<file path="config.mk">
export PLATFORM = sky130hd
export DESIGN_NAME = trimmed_mean_smoothing_filter_unit
export DESIGN_NICKNAME = d
export VERILOG_FILES = /design/src/hw/rtl/tmsf_pkg.sv /design/src/hw/rtl/tmsf_front.sv /design/src/hw/rtl/tmsf_divider.sv /design/src/hw/rtl/tmsf_back.sv /design/src/hw/rtl/trimmed_mean_smoothing_filter_unit.sv
export SDC_FILE = /design/constraint.sdc
export NUM_CORES = 2
export LEC_CHECK = 0
export BUFFER_PORTS_ARGS = -buffer_cell sky130_fd_sc_hd__buf_2
export CORE_MARGIN = 2
export CORE_UTILIZATION = 69
export CTS_CLUSTER_DIAMETER = 150
export DETAILED_ROUTE_END_ITERATION = 7
export GPL_TIMING_DRIVEN = 0
export PLACE_DENSITY_LB_ADDON = 0.05
export SYNTH_ARGS = -nofsm -noshare
export SYNTH_HDL_FRONTEND = slang
export SYNTH_SLANG_ARGS = --single-unit
</file>
<file path="constraint.sdc">
create_clock -name clk -period 29.4 [get_ports clk]
set_input_delay 0 -clock clk [delete_from_list [all_inputs] [get_ports clk]]
set_output_delay 0 -clock clk [all_outputs]
set_load 0.01 [all_outputs]
</file>
<file path="src/hw/rtl/tmsf_pkg.sv">
// Shared types and constants for the trimmed-mean smoothing filter.
// No dependencies; tmsf_back and the top level refer to it by scoped names.
package tmsf_pkg;

  localparam int unsigned CFG_W = 5;
  localparam logic [CFG_W-1:0] WINDOW_RESET = 5'd8;
  localparam int unsigned WINDOW_MIN = 3;

  typedef enum logic [2:0] {
    ST_IDLE,
    ST_SCAN,
    ST_TRIM,
    ST_DIV1,
    ST_MID,
    ST_DIV2,
    ST_OUT
  } back_state_t;

endpackage

</file>
<file path="src/hw/rtl/tmsf_front.sv">
// Input side of the filter: accepts sample transfers into a two-entry queue.
// Depends on nothing beyond the clock and reset.
module tmsf_front #(
  parameter int unsigned SW = 16
) (
  input  logic                 clk,
  input  logic                 rst_n,
  input  logic                 in_valid,
  output logic                 in_ready,
  input  logic signed [SW-1:0] in_sample,
  output logic                 q_valid,
  output logic signed [SW-1:0] q_data,
  input  logic                 q_pop
);

  logic signed [SW-1:0] entry_r [2];
  logic                 wr_ptr_r, wr_ptr_nxt;
  logic                 rd_ptr_r, rd_ptr_nxt;
  logic [1:0]           count_r, count_nxt;
  logic                 push;
  logic                 pop;

  assign in_ready = (count_r != 2'd2);
  assign q_valid  = (count_r != 2'd0);
  assign q_data   = entry_r[rd_ptr_r];
  assign push     = in_valid && in_ready;
  assign pop      = q_pop && q_valid;

  always_comb begin
    wr_ptr_nxt = push ? ~wr_ptr_r : wr_ptr_r;
    rd_ptr_nxt = pop ? ~rd_ptr_r : rd_ptr_r;
    count_nxt  = count_r;
    if (push && !pop) begin
      count_nxt = count_r + 2'd1;
    end else if (pop && !push) begin
      count_nxt = count_r - 2'd1;
    end
  end

  always_ff @(posedge clk) begin
    if (!rst_n) begin
      wr_ptr_r <= 1'b0;
      rd_ptr_r <= 1'b0;
      count_r  <= 2'd0;
    end else begin
      wr_ptr_r <= wr_ptr_nxt;
      rd_ptr_r <= rd_ptr_nxt;
      count_r  <= count_nxt;
    end
  end

  always_ff @(posedge clk) begin
    if (push) begin
      entry_r[wr_ptr_r] <= in_sample;
    end
  end

endmodule

</file>
<file path="src/hw/rtl/tmsf_divider.sv">
// Iterative signed divider by a small unsigned divisor, two quotient bits a cycle.
// Truncates toward zero. No package dependencies.
module tmsf_divider #(
  parameter int unsigned DW = 29,
  parameter int unsigned NW = 5
) (
  input  logic                 clk,
  input  logic                 rst_n,
  input  logic                 start,
  input  logic signed [DW-1:0] dividend,
  input  logic [NW-1:0]        divisor,
  output logic                 done,
  output logic signed [DW-1:0] quotient
);

  localparam int unsigned DWE  = DW + (DW % 2);
  localparam int unsigned ITER = DWE / 2;
  localparam int unsigned CW   = $clog2(ITER + 1);

  logic [DWE-1:0] quo_r, quo_nxt;
  logic [NW-1:0]  rem_r, rem_nxt;
  logic [NW-1:0]  div_r;
  logic           neg_r;
  logic           busy_r;
  logic           done_r;
  logic [CW-1:0]  cnt_r;
  logic [DWE-1:0] dividend_ext;
  logic [DWE-1:0] quo_signed;

  assign dividend_ext = DWE'(dividend);
  assign quo_signed   = neg_r ? (~quo_r + DWE'(1)) : quo_r;
  assign quotient     = quo_signed[DW-1:0];
  assign done         = done_r;

  always_comb begin
    logic [NW:0]    t;
    logic [NW-1:0]  r;
    logic [DWE-1:0] q;
    r = rem_r;
    q = quo_r;
    for (int k = 0; k < 2; k++) begin
      t = {r, q[DWE-1]};
      q = {q[DWE-2:0], 1'b0};
      if (t >= {1'b0, div_r}) begin
        t    = t - {1'b0, div_r};
        q[0] = 1'b1;
      end
      r = t[NW-1:0];
    end
    rem_nxt = r;
    quo_nxt = q;
  end

  always_ff @(posedge clk) begin
    if (!rst_n) begin
      busy_r <= 1'b0;
      done_r <= 1'b0;
      cnt_r  <= '0;
    end else begin
      done_r <= 1'b0;
      if (start) begin
        busy_r <= 1'b1;
        cnt_r  <= CW'(ITER);
      end else if (busy_r) begin
        cnt_r <= cnt_r - CW'(1);
        if (cnt_r == CW'(1)) begin
          busy_r <= 1'b0;
          done_r <= 1'b1;
        end
      end
    end
  end

  always_ff @(posedge clk) begin
    if (start) begin
      neg_r <= dividend_ext[DWE-1];
      quo_r <= dividend_ext[DWE-1] ? (~dividend_ext + DWE'(1)) : dividend_ext;
      rem_r <= '0;
      div_r <= divisor;
    end else if (busy_r) begin
      quo_r <= quo_nxt;
      rem_r <= rem_nxt;
    end
  end

endmodule

</file>
<file path="src/hw/rtl/tmsf_back.sv">
// Execution side: window stores, scan sequencer, the two divisions and the result register.
// Depends on tmsf_pkg and tmsf_divider.
module tmsf_back #(
  parameter int unsigned SW = 16,
  parameter int unsigned FB = 8,
  parameter int unsigned WM = 16
) (
  input  logic                         clk,
  input  logic                         rst_n,
  input  logic [tmsf_pkg::CFG_W-1:0]   window_length,
  input  logic                         q_valid,
  input  logic signed [SW-1:0]         q_data,
  output logic                         q_pop,
  output logic                         out_valid,
  input  logic                         out_ready,
  output logic [SW+FB-1:0]             out_data
);

  localparam int unsigned TW    = SW + FB;
  localparam int unsigned DEPTH = WM - 1;
  localparam int unsigned LG    = $clog2(WM);
  localparam int unsigned SUM_W = SW + LG + 1;
  localparam int unsigned DW    = SW + FB + LG + 1;
  localparam int unsigned NW    = $clog2(WM + 1);
  localparam int unsigned IW    = $clog2(DEPTH);
  localparam int unsigned LW    = (NW > tmsf_pkg::CFG_W) ? NW : tmsf_pkg::CFG_W;

  tmsf_pkg::back_state_t state_r, state_nxt;

  logic signed [SW-1:0]    sw_r [DEPTH];
  logic signed [TW-1:0]    tw_r [DEPTH];
  logic signed [SW-1:0]    x_r;
  logic signed [SW-1:0]    hi_r;
  logic signed [SW-1:0]    lo_r;
  logic signed [SUM_W-1:0] sum_r;
  logic signed [DW-1:0]    tsum_r;
  logic signed [TW-1:0]    trim_r;
  logic signed [TW-1:0]    res_r;
  logic [IW-1:0]           idx_r;
  logic [NW-1:0]           n_r;
  logic [NW-1:0]           n_eff;
  logic [LW-1:0]           wl_ext;
  logic signed [DW-1:0]    div_a_r;
  logic [NW-1:0]           div_b_r;
  logic                    div_go_r;
  logic                    div_done;
  logic signed [DW-1:0]    div_q;
  logic                    out_valid_r;
  logic [TW-1:0]           out_data_r;
  logic                    scan_last;
  logic                    load_out;
  logic signed [SW-1:0]    scan_v;
  logic signed [TW-1:0]    scan_t;
  logic signed [SUM_W-1:0] trim_sum;

  assign wl_ext = LW'(window_length);

  always_comb begin
    if (wl_ext < LW'(tmsf_pkg::WINDOW_MIN)) begin
      n_eff = NW'(tmsf_pkg::WINDOW_MIN);
    end else if (wl_ext > LW'(WM)) begin
      n_eff = NW'(WM);
    end else begin
      n_eff = NW'(wl_ext);
    end
  end

  assign scan_v    = sw_r[idx_r];
  assign scan_t    = tw_r[idx_r];
  assign scan_last = (idx_r == IW'(n_r - NW'(2)));
  assign trim_sum  = sum_r - SUM_W'(hi_r) - SUM_W'(lo_r);

  always_comb begin
    state_nxt = state_r;
    unique case (state_r)
      tmsf_pkg::ST_IDLE: if (q_valid) state_nxt = tmsf_pkg::ST_SCAN;
      tmsf_pkg::ST_SCAN: if (scan_last) state_nxt = tmsf_pkg::ST_TRIM;
      tmsf_pkg::ST_TRIM: state_nxt = tmsf_pkg::ST_DIV1;
      tmsf_pkg::ST_DIV1: if (div_done) state_nxt = tmsf_pkg::ST_MID;
      tmsf_pkg::ST_MID:  state_nxt = tmsf_pkg::ST_DIV2;
      tmsf_pkg::ST_DIV2: if (div_done) state_nxt = tmsf_pkg::ST_OUT;
      tmsf_pkg::ST_OUT:  if (!out_valid_r || out_ready) state_nxt = tmsf_pkg::ST_IDLE;
      default:           state_nxt = tmsf_pkg::ST_IDLE;
    endcase
  end

  always_comb begin
    q_pop    = 1'b0;
    load_out = 1'b0;
    unique case (state_r)
      tmsf_pkg::ST_IDLE: q_pop = q_valid;
      tmsf_pkg::ST_OUT:  load_out = !out_valid_r || out_ready;
      default: begin
        q_pop    = 1'b0;
        load_out = 1'b0;
      end
    endcase
  end

  always_ff @(posedge clk) begin
    if (!rst_n) begin
      state_r     <= tmsf_pkg::ST_IDLE;
      div_go_r    <= 1'b0;
      out_valid_r <= 1'b0;
      for (int i = 0; i < DEPTH; i++) begin
        sw_r[i] <= '0;
        tw_r[i] <= '0;
      end
    end else begin
      state_r  <= state_nxt;
      div_go_r <= (state_r == tmsf_pkg::ST_TRIM) || (state_r == tmsf_pkg::ST_MID);
      if (load_out) begin
        out_valid_r <= 1'b1;
        sw_r[0]     <= x_r;
        tw_r[0]     <= trim_r;
        for (int i = 1; i < DEPTH; i++) begin
          sw_r[i] <= sw_r[i-1];
          tw_r[i] <= tw_r[i-1];
        end
      end else if (out_ready) begin
        out_valid_r <= 1'b0;
      end
    end
  end

  always_ff @(posedge clk) begin
    unique case (state_r)
      tmsf_pkg::ST_IDLE: begin
        x_r    <= q_data;
        hi_r   <= q_data;
        lo_r   <= q_data;
        sum_r  <= SUM_W'(q_data);
        tsum_r <= '0;
        idx_r  <= '0;
        n_r    <= n_eff;
      end
      tmsf_pkg::ST_SCAN: begin
        sum_r  <= sum_r + SUM_W'(scan_v);
        tsum_r <= tsum_r + DW'(scan_t);
        if (scan_v > hi_r) hi_r <= scan_v;
        if (scan_v < lo_r) lo_r <= scan_v;
        idx_r <= idx_r + IW'(1);
      end
      tmsf_pkg::ST_TRIM: begin
        div_a_r <= DW'(trim_sum) <<< FB;
        div_b_r <= n_r - NW'(2);
      end
      tmsf_pkg::ST_DIV1: if (div_done) trim_r <= div_q[TW-1:0];
      tmsf_pkg::ST_MID: begin
        div_a_r <= tsum_r + DW'(trim_r);
        div_b_r <= n_r;
      end
      tmsf_pkg::ST_DIV2: if (div_done) res_r <= div_q[TW-1:0];
      tmsf_pkg::ST_OUT:  if (load_out) out_data_r <= res_r;
      default: ;
    endcase
  end

  tmsf_divider #(
    .DW (DW),
    .NW (NW)
  ) u_div (
    .clk      (clk),
    .rst_n    (rst_n),
    .start    (div_go_r),
    .dividend (div_a_r),
    .divisor  (div_b_r),
    .done     (div_done),
    .quotient (div_q)
  );

  assign out_valid = out_valid_r;
  assign out_data  = out_data_r;

endmodule

</file>
<file path="src/hw/rtl/trimmed_mean_smoothing_filter_unit.sv">
// Top level of the trimmed-mean smoothing filter.
// Depends on tmsf_pkg, tmsf_front, tmsf_back and tmsf_divider.
//
// Usage:
//   in_*  : one signed sample per transfer, tdata bits [SAMPLE_WIDTH-1:0].
//   out_* : one filtered value per sample, signed, FRACTION_BITS fraction
//           bits, tdata bits [SAMPLE_WIDTH+FRACTION_BITS-1:0], rest zero.
//   cfg_* : cfg_wen writes cfg_wdata into the window length N (3..WINDOW_MAX,
//           clamped); write only while the block holds no sample.
// Each sample goes from the queue head to the result register through a
// window scan, one stored sample per cycle, then two divisions on a shared
// divider that settles two quotient bits a cycle. One sample is worked on at
// a time; a two-entry input queue and the result register take further
// transfers meanwhile.
// Reset clears both windows to zero, sets N to 8 and empties the queue.
// When out_tready is low the result holds and, once queue and result register
// are full, in_tready falls.
module trimmed_mean_smoothing_filter_unit #(
  parameter int unsigned WINDOW_MAX    = 16,
  parameter int unsigned SAMPLE_WIDTH  = 16,
  parameter int unsigned FRACTION_BITS = 8
) (
  input  logic                                         clk,
  input  logic                                         rst_n,
  input  logic                                         in_tvalid,
  output logic                                         in_tready,
  input  logic [((SAMPLE_WIDTH+7)/8)*8-1:0]            in_tdata,   // sample
  output logic                                         out_tvalid,
  input  logic                                         out_tready,
  output logic [((SAMPLE_WIDTH+FRACTION_BITS+7)/8)*8-1:0] out_tdata, // filtered
  input  logic                                         cfg_wen,
  input  logic [tmsf_pkg::CFG_W-1:0]                   cfg_wdata
);

  localparam int unsigned TW    = SAMPLE_WIDTH + FRACTION_BITS;
  localparam int unsigned OUT_W = ((TW + 7) / 8) * 8;

  logic [tmsf_pkg::CFG_W-1:0]     window_length_r;
  logic                           q_valid;
  logic signed [SAMPLE_WIDTH-1:0] q_data;
  logic                           q_pop;
  logic [TW-1:0]                  filtered;

  always_ff @(posedge clk) begin
    if (!rst_n) begin
      window_length_r <= tmsf_pkg::WINDOW_RESET;
    end else if (cfg_wen) begin
      window_length_r <= cfg_wdata;
    end
  end

  tmsf_front #(
    .SW (SAMPLE_WIDTH)
  ) u_front (
    .clk       (clk),
    .rst_n     (rst_n),
    .in_valid  (in_tvalid),
    .in_ready  (in_tready),
    .in_sample (in_tdata[SAMPLE_WIDTH-1:0]),
    .q_valid   (q_valid),
    .q_data    (q_data),
    .q_pop     (q_pop)
  );

  tmsf_back #(
    .SW (SAMPLE_WIDTH),
    .FB (FRACTION_BITS),
    .WM (WINDOW_MAX)
  ) u_back (
    .clk           (clk),
    .rst_n         (rst_n),
    .window_length (window_length_r),
    .q_valid       (q_valid),
    .q_data        (q_data),
    .q_pop         (q_pop),
    .out_valid     (out_tvalid),
    .out_ready     (out_tready),
    .out_data      (filtered)
  );

  assign out_tdata = OUT_W'(filtered);

endmodule

</file>
# Word level (Yosys, flattened, before mapping)
# Memories as Yosys holds them, arrays and structs flattened. A register that Yosys moved wholly into a read port is not among the register bits.
# Cells that the tools add are included.
# classes
addsub	14
magnitude_cmp	6
n_eq_ne	16
mux	76
bitwise	36
n_reduce_logical	24
# ops
cell	n
$mux 24	16
$mux 16	17
$pmux 29 s2	2
$mux 30	3
$pmux 16 s2	2
$add 29x24->29	2
$pmux 21 s2	1
$sub 21x16->21	2
$add 30x1->30 const B	1
$not 30->30	1
$or 1x1->1	30
$add 24x1->24 const B	1
$not 24->24	1
$add 21x16->21	1
$pmux 3 s7	1
$mux 1	18
$gt 16x16->1	1
$lt 16x16->1	1
$mux 4	4
$mux 3	5
$mux 5	3
$ge 6x5->1	2
$reduce_bool 2->1	6
$ne 2x1->1 const B	5
26 further kinds	46
# word_totals
reg_bits	274
ram_bits	632
input_bits	26
elab_cells	202
mem_count	3
# mem_list
name	depth	width	read_ports	rd_ports_with_merged_regs	wr	line	rtl
u_back.tw_r	15	24	15	1	15	tmsf_back.sv:31	logic signed [TW-1:0] tw_r [DEPTH];
u_back.sw_r	15	16	15	1	15	tmsf_back.sv:30	logic signed [SW-1:0] sw_r [DEPTH];
u_front.entry_r	2	16	1	1	1	tmsf_front.sv:16	logic signed [SW-1:0] entry_r [2];

# Depth between registers and ports, before layout
# depth
depth_word	7
ltp_mapped	19
depth_no_buf	18

# Hierarchy
# From an unflattened synthesis, not the netlist that was laid out.
# unflattened
cells_unflattened	3365
area_unflattened_um2	45556.2
# modules_own_cells
module	n_inst	cells_per_inst	area_per_inst_um2
tmsf_back	1	2885	40420.0
tmsf_divider	1	390	3552.2
tmsf_front	1	74	1393.8
trimmed_mean_smoothing_filter_unit	1	16	190.2

# Worst setup path after synthesis
# OpenSTA, ideal clock, no wires.
# synth_path
path_kind	register to register
startpoint	reg u_back.state_r[2]
endpoint	mem u_back.sw_r[0][0], enable pin
setup_ps	1077
arrival_time_ps	15539
required_time_ps	28323
setup_slack_ps	12784
stages_incl_launch_ff	7
path_buffers	3
period_less_slack_ps	16616
cell_sequence	dfxtp_1 clkbuf_1 nand3b_1 nor2b_1 clkbuf_1 clkbuf_1 nand2b_1
# synth_rtl
element	line	rtl
from (decl)	tmsf_back.sv:28	tmsf_pkg::back_state_t state_r, state_nxt;
from (signal assigned)	tmsf_back.sv:102	state_r <= tmsf_pkg::ST_IDLE;
from (signal assigned)	tmsf_back.sv:110	state_r <= state_nxt;
to (decl)	tmsf_back.sv:30	

==> impl_summary.log <==
INFO  metric outcome = finished clean
INFO  metric dp.final_hpwl = 81.79 mm
INFO  metric grt_use_total = 34.82%
INFO  metric largest_net_degree_at_the_start_of_global_routing = 76
INFO  metric fp-row-count = slightly above 90
INFO  metric worst_rel_slew_slack = around a fifth
INFO  metric path_buf_inv = 4
INFO  metric worst_pin_slew = roughly 1.2 ns
INFO  metric grt_pass1_wl = between 150 and 200 mm
INFO  metric tns = 0 ns
INFO  metric synth.area.top_cells = edfxtp_1 59%, mux4_2 8.0%, and3_1 5.7%
INFO  metric final_area = about 50000 sq um
INFO  metric fraction_of_layout_cells_with_a_size_suffix_above_1 = around an eighth
INFO  metric critical_path_arrival = 7.24 ns
INFO  metric cpPeakStageDelay = ~0.73 ns
INFO  metric vdd_drop_max = 104.1 uV
INFO  metric fmax = ~0.15 GHz
INFO  metric postLayoutSetupSlackWorst = about 23 ns
INFO  metric cts-root-to-sink-buffers = 3
INFO  metric htreeDepth = 3
INFO  metric ys_async_sr_fraction = 0%
INFO  metric diodes = 0
INFO  metric synthesis.yosys.warnings = 0
INFO  metric fill_cell_count = approximately 3.8k
INFO  metric dr.first_iter.drc_count = ~3.6k
INFO  metric cts_tree = done
INFO  metric synthMostInstantiatedCell = edfxtp_1
INFO  metric cell_area_after_synthesis = about 45000 sq um
INFO  metric drtPass1Iterations = 6
INFO  metric grt_antenna_before_repair = 2
INFO  metric design.core.area = between 60000 and 70000 sq um
INFO  metric floorplan.die.height = about 260 um
INFO  metric cellLeakagePower = roughly 20 nW
INFO  metric critical_path.slowest_cell = clkbuf_1
INFO  metric dr_total_vias = approximately 30k
INFO  metric timing.clock.skew = approximately 0.019 ns
INFO  metric synthesized_instance_count = between 3k and 4k
INFO  metric root_buffer_selected_by_cts = clkbuf_16
INFO  metric first_global_vias = 29.95k
INFO  metric path_clk_slew = about 0.06 ns
INFO  metric final_core_util = 77.50%
INFO  metric synthDistinctLibCells = between 60 and 70
INFO  metric cts.sinks = around 910
INFO  metric cts_inserted_buffers = 92
INFO  metric die_x = 259.5 um
INFO  metric setup_violations = 0
INFO  metric worst_path_required = between 20 and 30 ns
INFO  metric synth.top_cell.area_share = roughly 59%
INFO  metric drt-wirelength-per-cell = 26.26 um
INFO  metric final-max-slew-violation-count = 0
INFO  metric maxCapViolCount = 0
INFO  metric synth.ff_latch_count = about 900
INFO  metric category_of_the_critical_setup_timing_path = reg2reg
INFO  metric synth_top_flop_cell = edfxtp_1
INFO  metric drt_drc_violations_left = 0
INFO  metric tcrit_tclk_final = a little under a quarter
INFO  metric crit_family = buffers and inverters
INFO  metric vias_per_cell = just under 7
INFO  metric dpl_worst_slack = ~23 ns
INFO  metric worstHoldPathType = in2reg
INFO  metric floorplan.die_area = between 60000 and 70000 sq um
INFO  metric startpoint_type_of_the_worst_setup_path = register
INFO  metric rsz0062_at_grt = no
INFO  metric initial_utilization = 69.87%
INFO  metric fin_crit = a little under 7 ns
INFO  metric drt_wl_total = about 120 mm
INFO  metric synth_enable_flop_cells = 881
INFO  metric gr-total-overflow = 0
INFO  metric postRouteAntennaNets = 0
INFO  metric insertion_delay = between 0.6 and 0.7 ns
INFO  metric io_buffers = a little under 50
INFO  metric ioPinCount = 52
INFO  metric area_growth_syn_to_layout = 10.93%
INFO  metric synthesis.nets = about 3.5k
INFO  metric synthesis.area_per_instance = between 10 and 15 sq um
INFO  metric post_cts.repair.setup_buffers = 0
INFO  metric power.density_cell_area = a little under 100 nW/um^2
INFO  metric yosysSeqAreaShare = between 60% and 70%
INFO  metric placed_cell_area = 46780 sq um
INFO  metric worst_hold_slack = around 0.065 ns
INFO  metric hold_viol_final = 0
INFO  metric fin_nets = 3677
INFO  metric timing.critical_path.mode_cell = clkbuf_1
INFO  metric yosys-top-cells-count = 881 x edfxtp_1, 412 x and3_1, 212 x and2_1
INFO  metric path_cells = clkbuf_1, clkbuf_1, clkbuf_1, clkbuf_1, mux4_2, mux4_2, ha_1, fa_1, a21o_1, nand2_1, o211ai_1, a221o_1, a21oi_1, o211ai_1, a31oi_1, xor2_1, nor2_1
INFO  metric end_kind = register
INFO  metric cp_max_fo = 10
INFO  metric yosys.area.top_type = edfxtp_1
INFO  metric replace_congestion = 0.9422
## cell type report
type | instances | area, sq um | share of cell area, %
timing repair buffer | 94 | 908.4 | 1.818
buffer | 203 | 774.5 | 1.550
tap | 855 | 1070 | 2.141
sequential | 911 | 27060 | 54.15
clock buffer | 129 | 2544 | 5.091
clock inverter | 39 | 356.6 | 0.7137
multi-input combinational | 2090 | 16930 | 33.88
inverter | 87 | 326.6 | 0.6536
## where the power goes
| group | switching [mW] | internal [mW] | leakage (nW) |
|---|---|---|---|
| sequential | 0.0850 | 1.64 | 9.16 |
| combinational | 1.23 | 0.823 | 9.21 |
| clock | 0.501 | 0.649 | 1.40 |
## state kept, by name (all words and copies together) (netlist names), 21 cells and up, named ones only
register            count
u_back.trim_r          24
u_back.div_a_r         29
u_back.sw_r           240
u_back.tw_r           360
u_back.tsum_r          29
u_front.entry_r        32
u_back.res_r           24
u_back.sum_r           21
u_back.u_div.quo_r     30
u_back.out_data        24
## cells by family (layout without fill, tap and decap cells)
group	Yosys count	count (layout)	share of synthesized area, %
XOR/XNOR	149	149	2.897
adder cells (fa/ha/maj)	172	172	5.195
AO/OA/AOI/OAI	467	467	6.506
flip-flops	911	911	60.07
AND/OR/NAND/NOR	1069	1069	13.23
buffers and inverters	290	552	2.442
multiplexers	233	233	9.654
## metrics by stage
step | cells | total power [mW]
floorplan | 3291 | 3.162
detailed placement | 4212 | 3.736
global placement | 4195 | 3.693
finish | 4408 | 4.932
CTS | 4408 | 4.893
global route | 4408 | 5.159
## placed cells by master, fill, tap and decap left out, types with 28 or more instances in the layout
master	netlist	layout
edfxtp_1	881	881
mux4_2	159	159
and3_1	412	412
inv_1	87	86
a21oi_1	135	134
xor2_1	74	74
nor3_1	28	28
nor2_1	165	161
nand2_1	123	123
ha_1	147	147
xnor2_1	75	75
clkbuf_16	0	94
o21ai_0	125	125
and2_1	212	212
clkbuf_1	180	208
buf_2	9	58
mux2i_1	53	53
dfxtp_1	30	30
a21o_1	54	54
dlygate4sd3_1	0	28
## routing by layer
metal | up-vias | global-route usage (%) | routed length, um
li1 | 12882 | - | -
met4 | 2 | 15.23 | 5862
met3 | 293 | 5.019 | 9807
met2 | 1664 | 55.83 | 55630
met1 | 14933 | 48.32 | 44450
met5 | - | 0 | 9
## final timing paths
check / cells past startpoint / endpoint / slack (ns) / startpoint
hold reg to reg: 0 / u_back.out_data[17] / 0.42 / u_back.res_r[17]
hold / removal: 2 / u_front.entry_r[1][12] / 0.06 / in_tdata[12]
setup / recovery: 17 / u_back.tsum_r[24] / 22.54 / register
setup reg to reg: 17 / u_back.tsum_r[24] / 22.54 / register
## worst register-to-register path, cell delays in order (launching register included)
cell and delay, ns:
dfxtp_1 0.36, clkbuf_1 0.52, clkbuf_1 0.60, clkbuf_1 0.73, clkbuf_1 0.72, mux4_2 0.44, mux4_2 0.56, ha_1 0.24
fa_1 0.42, a21o_1 0.20, nand2_1 0.08, o211ai_1 0.15, a221o_1 0.44, a21oi_1 0.44, o211ai_1 0.25, a31oi_1 0.24
xor2_1 0.17, nor2_1 0.05
## what timing repair did
item                                    4_1_cts  5_1_grt
endpoints found under the setup margin        0        0
hold endpoints to repair                     40        0
hold buffers                                 28        0
resized for setup                             0        0
Note: power is estimated with default switching activity, not from simulation.
